**config.mk**
```make
export PLATFORM = sky130hd
export DESIGN_NAME = keyframe_animation_timebase
export DESIGN_NICKNAME = d
export VERILOG_FILES = /design/src/rtl/core/kat_pkg.sv /design/src/rtl/core/keyframe_animation_timebase.sv
export SDC_FILE = /design/constraint.sdc
export NUM_CORES = 2
export LEC_CHECK = 0
export BUFFER_PORTS_ARGS = -buffer_cell sky130_fd_sc_hd__buf_2
export CELL_PAD_IN_SITES_DETAIL_PLACEMENT = 1
export CELL_PAD_IN_SITES_GLOBAL_PLACEMENT = 1
export CORE_AREA = 4 4 407 409
export DETAILED_ROUTE_END_ITERATION = 10
export DIE_AREA = 0 0 411 413
export GPL_TIMING_DRIVEN = 0
export MAX_ROUTING_LAYER = met4
export PLACE_DENSITY_LB_ADDON = 0.1
export SLEW_MARGIN = 5
export SYNTH_ARGS = -nofsm -noshare
export SYNTH_HDL_FRONTEND = slang
export SYNTH_SLANG_ARGS = --single-unit
```
**constraint.sdc**
```tcl
create_clock -name i_clk -period 10.1 [get_ports i_clk]
set_clock_uncertainty 0.2 [all_clocks]
set_input_delay 1.01 -clock i_clk [delete_from_list [all_inputs] [get_ports i_clk]]
set_output_delay 1.01 -clock i_clk [all_outputs]
set_load 0.02 [all_outputs]
```
**src/rtl/core/kat_pkg.sv**
```systemverilog
// Shared types and constants for the keyframe animation timebase.
// Depends on nothing; imported by keyframe_animation_timebase.
package kat_pkg;

    localparam int unsigned CLIP_SLOTS_DEF = 16;
    localparam logic [31:0] STEP_INFINITE  = 32'hFFFF_FFFF;
    localparam logic [15:0] FRAME_MAX      = 16'hFFFF;

    typedef enum logic [1:0] {
        FN_TICK   = 2'd0,
        FN_SELECT = 2'd1,
        FN_WRITE  = 2'd2,
        FN_NONE   = 2'd3
    } t_func;

    typedef struct packed {
        t_func       func;
        logic [3:0]  clip_index;
        logic [15:0] first_frame;
        logic [15:0] last_frame;
        logic [31:0] clip_duration;
        logic        loop_enable;
        logic [31:0] render_frame;
        logic [31:0] delta_time;
    } t_in;

    typedef struct packed {
        logic        updated;
        logic [15:0] current_frame;
        logic [15:0] following_frame;
        logic [15:0] blend_factor;
    } t_out;

    typedef struct packed {
        logic [15:0] first;
        logic [15:0] last;
        logic [31:0] total;
        logic [31:0] step;
        logic        loops;
    } t_clip;

endpackage

```
**src/rtl/core/keyframe_animation_timebase.sv**
```systemverilog
// Keyframe animation timebase: clip table memory plus a shared radix-2 divider.
// Depends on kat_pkg.
//
// One item at a time. A select, an ignored code or a repeated render frame is
// handled in the idle state. A table write with last above first runs the
// divider for the frame time; an in-range write with last not above first stores
// its entry directly. A fresh tick reads the clip entry, reduces elapsed plus delta
// modulo the total, divides by the frame time and forms the blend factor, skipping
// later divisions when the total, offset or frame time is zero. The single
// shift-subtract divider serves all divisions. A finished result sits in an output
// register, so the block waits only if a previous result is still not taken.
module keyframe_animation_timebase
    import kat_pkg::*;
#(
    parameter int unsigned CLIP_SLOTS = CLIP_SLOTS_DEF
) (
    input  logic i_clk,
    input  logic i_rst_n,
    input  logic i_in_valid,
    output logic o_in_ready,
    input  t_in  i_in,
    output logic o_out_valid,
    input  logic i_out_ready,
    output t_out o_out
);

    localparam int unsigned IDX_W = (CLIP_SLOTS > 1) ? $clog2(CLIP_SLOTS) : 1;

    typedef enum logic [6:0] {
        S_IDLE = 7'b0000001,
        S_WDIV = 7'b0000010,
        S_RD   = 7'b0000100,
        S_MOD  = 7'b0001000,
        S_QDIV = 7'b0010000,
        S_FDIV = 7'b0100000,
        S_FIN  = 7'b1000000
    } t_phase;

    t_phase r_phase;

    t_clip r_mem [CLIP_SLOTS];
    t_clip r_rd;

    logic [3:0]  r_active;
    logic [31:0] r_elapsed;
    logic [31:0] r_seen;
    logic [31:0] r_delta;
    logic [15:0] r_hcur, r_hnxt, r_hfac;
    logic [31:0] r_q;
    logic [15:0] r_fac;
    logic [IDX_W-1:0] r_waddr;
    t_clip       r_wclip;

    // shared divider
    logic [31:0] r_rem;
    logic [32:0] r_quo;
    logic [31:0] r_dvs;
    logic [5:0]  r_cnt;

    logic        out_free, accept, idx_ok, out_load;
    logic        mem_we, rd_en;
    logic [IDX_W-1:0] mem_wa;
    t_clip       mem_wd;
    logic [32:0] trial, diff, sum;
    logic        ge;
    logic [16:0] span;
    logic [32:0] rsum;
    logic [15:0] real_fr, next_fr, fac_fin;

    assign out_free   = !o_out_valid || i_out_ready;
    assign o_in_ready = (r_phase == S_IDLE) && out_free;
    assign accept     = i_in_valid && o_in_ready;
    assign idx_ok     = {28'd0, i_in.clip_index} < 32'(CLIP_SLOTS);
    assign span       = {1'b0, i_in.last_frame} - {1'b0, i_in.first_frame} + 17'd1;
    // a result beat is loaded on a repeated tick or when a fresh tick finishes
    assign out_load   = (accept && i_in.func == FN_TICK && i_in.render_frame == r_seen) ||
                        (r_phase == S_FIN && out_free);

    assign trial = {r_rem, r_quo[32]};
    assign ge    = trial >= {1'b0, r_dvs};
    assign diff  = trial - {1'b0, r_dvs};
    assign sum   = {1'b0, r_elapsed} + {1'b0, r_delta};

    always_comb begin
        rsum    = {17'd0, r_rd.first} + {1'b0, r_q};
        real_fr = (rsum > {17'd0, FRAME_MAX}) ? FRAME_MAX : rsum[15:0];
        fac_fin = r_fac;
        if (real_fr >= r_rd.last) begin
            if (r_rd.loops) begin
                next_fr = r_rd.first;
            end else begin
                next_fr = r_rd.last - 16'd1;
                fac_fin = '0;
            end
        end else begin
            next_fr = real_fr + 16'd1;
        end
    end

    always_comb begin
        mem_we = 1'b0;
        mem_wa = IDX_W'(i_in.clip_index);
        mem_wd = '{first: i_in.first_frame, last: i_in.last_frame,
                   total: i_in.clip_duration, step: STEP_INFINITE,
                   loops: i_in.loop_enable};
        rd_en  = 1'b0;
        if (accept && i_in.func == FN_WRITE && idx_ok &&
                i_in.last_frame <= i_in.first_frame) begin
            mem_we = 1'b1;
        end
        if (accept && i_in.func == FN_TICK && i_in.render_frame != r_seen) begin
            rd_en = 1'b1;
        end
        if (r_phase == S_WDIV && r_cnt == '0) begin
            mem_we      = 1'b1;
            mem_wa      = r_waddr;
            mem_wd      = r_wclip;
            mem_wd.step = r_quo[31:0];
        end
    end

    always_ff @(posedge i_clk) begin
        if (mem_we) begin
            r_mem[mem_wa] <= mem_wd;
        end
        if (rd_en) begin
            r_rd <= r_mem[IDX_W'(r_active)];
        end
    end

    always_ff @(posedge i_clk) begin
        if (!i_rst_n) begin
            r_phase     <= S_IDLE;
            r_active    <= '0;
            r_elapsed   <= '0;
            r_seen      <= '1;
            r_hcur      <= '0;
            r_hnxt      <= '0;
            r_hfac      <= '0;
            o_out_valid <= 1'b0;
            r_cnt       <= '0;
        end else begin
            if (out_load) begin
                o_out_valid <= 1'b1;
            end else if (o_out_valid && i_out_ready) begin
                o_out_valid <= 1'b0;
            end
            // one divider step per cycle while a division runs
            if (r_cnt != '0) begin
                r_rem <= ge ? diff[31:0] : trial[31:0];
                r_quo <= {r_quo[31:0], ge};
                r_cnt <= r_cnt - 6'd1;
            end
            unique case (r_phase)
                S_IDLE: begin
                    if (accept) begin
                        case (i_in.func)
                            FN_TICK: begin
                                if (i_in.render_frame != r_seen) begin
                                    r_seen  <= i_in.render_frame;
                                    r_delta <= i_in.delta_time;
                                    r_phase <= S_RD;
                                end else begin
                                    o_out <= '{updated: 1'b0, current_frame: r_hcur,
                                               following_frame: r_hnxt,
                                               blend_factor: r_hfac};
                                end
                            end
                            FN_SELECT: begin
                                if (idx_ok) begin
                                    r_active  <= i_in.clip_index;
                                    r_elapsed <= '0;
                                end
                            end
                            FN_WRITE: begin
                                if (idx_ok && i_in.last_frame > i_in.first_frame) begin
                                    r_waddr <= IDX_W'(i_in.clip_index);
                                    r_wclip <= mem_wd;
                                    r_rem   <= '0;
                                    r_quo   <= {i_in.clip_duration, 1'b0};
                                    r_dvs   <= {15'd0, span};
                                    r_cnt   <= 6'd32;
                                    r_phase <= S_WDIV;
                                end
                            end
                            default: ;
                        endcase
                    end
                end
                S_WDIV: begin
                    if (r_cnt == '0) begin
                        r_phase <= S_IDLE;
                    end
                end
                S_RD: begin
                    if (r_rd.total == '0) begin
                        r_elapsed <= '0;
                        r_q       <= '0;
                        r_fac     <= '0;
                        r_phase   <= S_FIN;
                    end else begin
                        r_rem   <= '0;
                        r_quo   <= sum;
                        r_dvs   <= r_rd.total;
                        r_cnt   <= 6'd33;
                        r_phase <= S_MOD;
                    end
                end
                S_MOD: begin
                    if (r_cnt == '0) begin
                        r_elapsed <= r_rem;
                        r_fac     <= '0;
                        if (r_rem == '0) begin
                            r_q     <= '0;
                            r_phase <= S_FIN;
                        end else if (r_rd.step == '0) begin
                            r_q     <= 32'({1'b0, FRAME_MAX} + 17'd1);
                            r_phase <= S_FIN;
                        end else begin
                            r_quo   <= {r_rem, 1'b0};
                            r_rem   <= '0;
                            r_dvs   <= r_rd.step;
                            r_cnt   <= 6'd32;
                            r_phase <= S_QDIV;
                        end
                    end
                end
                S_QDIV: begin
                    if (r_cnt == '0) begin
                        // remainder stays, shift in sixteen zero bits
                        r_q     <= r_quo[31:0];
                        r_quo   <= '0;
                        r_cnt   <= 6'd16;
                        r_phase <= S_FDIV;
                    end
                end
                S_FDIV: begin
                    if (r_cnt == '0) begin
                        r_fac   <= r_quo[15:0];
                        r_phase <= S_FIN;
                    end
                end
                S_FIN: begin
                    if (out_free) begin
                        r_hcur      <= real_fr;
                        r_hnxt      <= next_fr;
                        r_hfac      <= fac_fin;
                        o_out <= '{updated: 1'b1, current_frame: real_fr,
                                   following_frame: next_fr, blend_factor: fac_fin};
                        r_phase     <= S_IDLE;
                    end
                end
                default: r_phase <= S_IDLE;
            endcase
        end
    end

`ifndef SYNTHESIS
    a_rem_below_divisor: assert property (@(posedge i_clk) disable iff (!i_rst_n)
        (r_phase == S_WDIV || r_phase == S_MOD || r_phase == S_QDIV ||
         r_phase == S_FDIV) |-> r_rem < r_dvs)
        else $error("divider remainder not below divisor");

    a_elapsed_reduced: assert property (@(posedge i_clk) disable iff (!i_rst_n)
        (r_phase == S_FIN) |-> (r_rd.total == '0 || r_elapsed < r_rd.total))
        else $error("elapsed time not reduced");

    a_cnt_range: assert property (@(posedge i_clk) disable iff (!i_rst_n)
        r_cnt <= 6'd33)
        else $error("divider count out of range");

    a_idle_when_ready: assert property (@(posedge i_clk) disable iff (!i_rst_n)
        (r_phase != S_IDLE) |-> (!o_in_ready && r_cnt == '0 || r_phase != S_RD))
        else $error("input taken while busy");
`endif

endmodule
```
==> results.cfg <==
[cells_and_area]
fillCellCount = 14300
drive_above_1_share_pct = 22.2
area_delta_synth_final_pct = 14.7
seq_area_um2 = 61000
nNetsFinal = 5857
multi_input_area_um2 = 24600

[die]
design.core.area_um2 = 162000
start_util_pct = 53.6
dieArea_um2 = 170000
die_x_um = 411
num_rows = 148
io_pins = 190
die_y_um = 413

[timing]
max_slew.worst_pin.slew_ns = 1.38
fmax_ghz = 0.130
slew_viol_final = 0
setup_tns_ns = 0
hold_viol = 0
rsz0062_at_grt = false
finalSetupViolCount = 0
fin_crit_ns = 7.70
slew_headroom_pct = 7.96
finalCritPeriodShare_pct = 76.2

[global_route]
first_global_vias = 52900
grt_max_degree = 37
antenna_found_initial = 29
grt_overflow = 0
grt_pass1_wl_um = 391000
grt.total_usage_pct = 33.6

[routing]
route.antenna.remaining_nets = 0
drtPass1Iterations = 5
vias_per_cell = 6.51
drc_errors = 0
drt_iter0_drc = 6827
wire_per_inst_um = 34.6
num_vias = 51600
drt-total-wl_um = 274000

[setup_path]
cp-startpoint = r_q[0]
crit_required_ns = 10.40
crit_fanout = 10
r2r_slack_ns = 2.40
critPathLaunchType = flop
cp-end-kind = flop
cp-endpoint = o_out[17]
critPathKind = flop to flop
reg2reg_from = r_q[0]
reg2regPathDepth = 27
critPathArrivalTime_ns = 8.00
reg2reg_to = o_out[17]

[power]
total_power_uw = 20800
netSwitchingPower_uw = 5750
p_comb_share_pct = 13.8
swShare_pct = 27.7
seqPwrFrac_pct = 49.7
intPower_uw = 15000
clkPwrFrac_pct = 36.5
p_per_area_nw_per_um2 = 208
vdd_drop_max_mv = 0.199
p_leak_uw = 0.0306

[run_status]
status = completed

[clocking]
cts_hold_buf = 0
path_clk_slew_ns = 0.06
cts_resized = 0
cts-htree-levels = 4
cts_tree = yes
cts-buffers-inserted = 208
cts_buffer_depth = 3
clock_latency_ns = 0.86
cts_sinks = 2074
root_buffer = clkbuf_16
post_cts_buffers = 0

[yosys]
syn_nets = 5321
ys_ff_latch = 2074
synth_edf_count = 1944
avgSynthCellArea_um2 = 17.3
netlist_area_um2 = 86900
yosysSeqAreaShare_pct = 70.2
syn_inst = 5038
ys_warn_count = 0
async_flop_share_pct = 0
synth_ff_type = edfxtp_1
synth.distinct_cells = 91

[place]
globalplace.congestion = 0.957
hpwl_um = 191000
portBuffers = 189

[run]
cap_violations = 0

[min_path]
hold_class = input port to flop
==> registers in the layout (all words and copies together), names as in the netlist, 7 cells and up <==
register	cells
r_seen	32
r_wclip	65
r_fac	16
r_delta	32
r_hnxt	16
r_rem	32
r_mem	1552
r_hfac	16
r_quo	33
r_elapsed	32
r_dvs	32
r_q	32
r_hcur	16
o_out	49
r_phase	7
r_rd	97
==> stage by stage <==
step                hold slack [ns]  util (%)  cell area, µm²  setup WS, ns  cells
global placement              0.242      55.9           90600         -6.79   7402
global route                  0.111      61.5           99700          1.90   7922
detailed placement            0.247      57.4           93000          2.57   7534
floorplan                     0.236         -           86900          1.57   5038
finish                        0.155      61.5           99700          2.40   7929
CTS                          0.0939      61.5           99600          2.50   7912
==> worst min path at each step <==
stage,from,endpoint,slack [ns],depth (start not counted)
finish,i_in[1],r_delta[1],0.16,1
global route,i_in[2],r_delta[2],0.11,1
CTS,i_in[2],r_delta[2],0.09,1
detailed placement,r_hfac[9],r_hfac[9],0.25,2
global placement,r_hfac[6],r_hfac[6],0.24,2
floorplan,r_elapsed[0],r_elapsed[0],0.24,2
==> power by group through the flow <==
| stage | logic (µW) | registers, µW | clock network [µW] |
|---|---|---|---|
| global placement | 2680 | 10500 | 0 |
| floorplan | 1870 | 10100 | 0 |
| detailed placement | 2780 | 10500 | 0 |
| CTS | 2810 | 10300 | 7670 |
| finish | 2860 | 10300 | 7580 |
| global route | 3070 | 10300 | 8050 |
==> cell type report <==
type / instances / area share (%)
tap: 2175 / 2.73
buffer: 247 / 0.993
clock inverter: 113 / 1.15
multi-input combinational: 2577 / 24.7
clock buffer: 265 / 5.50
sequential: 2074 / 61.2
timing repair buffer: 326 / 3.24
inverter: 140 / 0.527
antenna: 12 / 0.0301
==> layer usage <==
metal / vias to the layer above / global-route usage (%) / part of all wire (%)
li1: 21200 / - / -
met4: 0 / 11.4 / 3.8
met1: 27000 / 46.6 / 40
met5: - / - / 0
met2: 2882 / 51.3 / 47
met3: 467 / 5.79 / 9.6
==> cell usage after synthesis, types with 7 or more instances <==
master / n / area (µm²)
and3_1: 11 / 68.8
a31oi_1: 24 / 150
mux4_2: 485 / 10900
inv_1: 136 / 510
buf_1: 41 / 154
a21oi_1: 188 / 941
o21bai_1: 17 / 128
a22oi_1: 29 / 218
nand2_1: 361 / 1360
edfxtp_1: 1944 / 58400
dfxtp_1: 130 / 2600
o211ai_1: 23 / 173
o21ai_0: 164 / 821
nor3b_1: 13 / 97.6
and2_1: 52 / 325
nand2b_1: 13 / 81.3
or3_1: 13 / 81.3
xnor2_1: 95 / 832
o31ai_1: 14 / 105
or2_2: 37 / 231
nand4_1: 33 / 206
nor2b_1: 16 / 100
nor4_1: 36 / 225
o21a_1: 17 / 128
a21o_1: 39 / 293
ha_1: 133 / 1660
buf_2: 9 / 45.0
nor3_1: 41 / 205
mux2_2: 48 / 541
nand3_1: 138 / 691
clkbuf_1: 189 / 709
o22ai_1: 13 / 81.3
a221o_1: 11 / 110
xor2_1: 38 / 333
a22o_1: 21 / 184
o221ai_1: 8 / 70.1
mux2i_1: 54 / 541
a211oi_1: 37 / 278
a221oi_1: 16 / 140
nor2_1: 207 / 777
fa_1: 11 / 220
a211o_1: 7 / 61.3
o21ai_1: 11 / 55.1
==> cells in the final DEF, fill, tap and decap left out, drive strengths merged, types with 14 or more instances in the layout <==
cell    instances
nor3           42
a31oi          25
edfxtp       1944
xnor2          95
ha            133
o31ai          14
inv           142
mux4          485
clkinv         89
nor2b          16
o21a           17
a211oi         43
clkbuf        455
a21o           39
bufinv         16
or2            37
buf           383
mux2i          54
nor4           38
nand4          33
xor2           38
and2           52
nor2          208
o21bai         17
nor3b          15
o211ai         23
a221oi         17
a22oi          29
mux2           48
o21ai         176
a22o           21
nand2         361
dfxtp         130
a21oi         190
nand3         138
==> kinds of logic (layout without fill, tap and decap cells) <==
group,Yosys count,after routing,share of synthesized area (%)
fa+ha+maj,144,144,2.17
mux,587,587,13.8
other cells,0,12,0
buf+inv,387,1091,1.73
simple gates,1001,1001,5.43
compound gates,712,712,5.37
flops,2074,2074,70.2
xor+xnor,133,133,1.34
==> worst max-delay path, stage by stage, from the launching register on <==
cell,delay (ns)
edfxtp_1,0.38
ha_1,0.20
inv_1,0.06
fa_1,0.42
nand2b_1,0.20
a21oi_2,0.28
o221ai_2,0.18
o21ai_2,0.27
a31oi_4,0.20
nor4_2,0.36
and4bb_1,0.23
or3_1,0.16
clkbuf_1,0.38
nand2_1,0.13
buf_4,0.20
buf_4,0.17
nor2_1,0.32
ha_1,0.31
nand2b_1,0.14
a21o_1,0.18
a211oi_1,0.23
o22ai_1,0.12
o21ai_0,0.15
a21oi_1,0.12
a31oi_1,0.62
clkbuf_1,0.51
mux2i_1,0.40
o21ai_0,0.20
(Power assumes the default switching activity.)
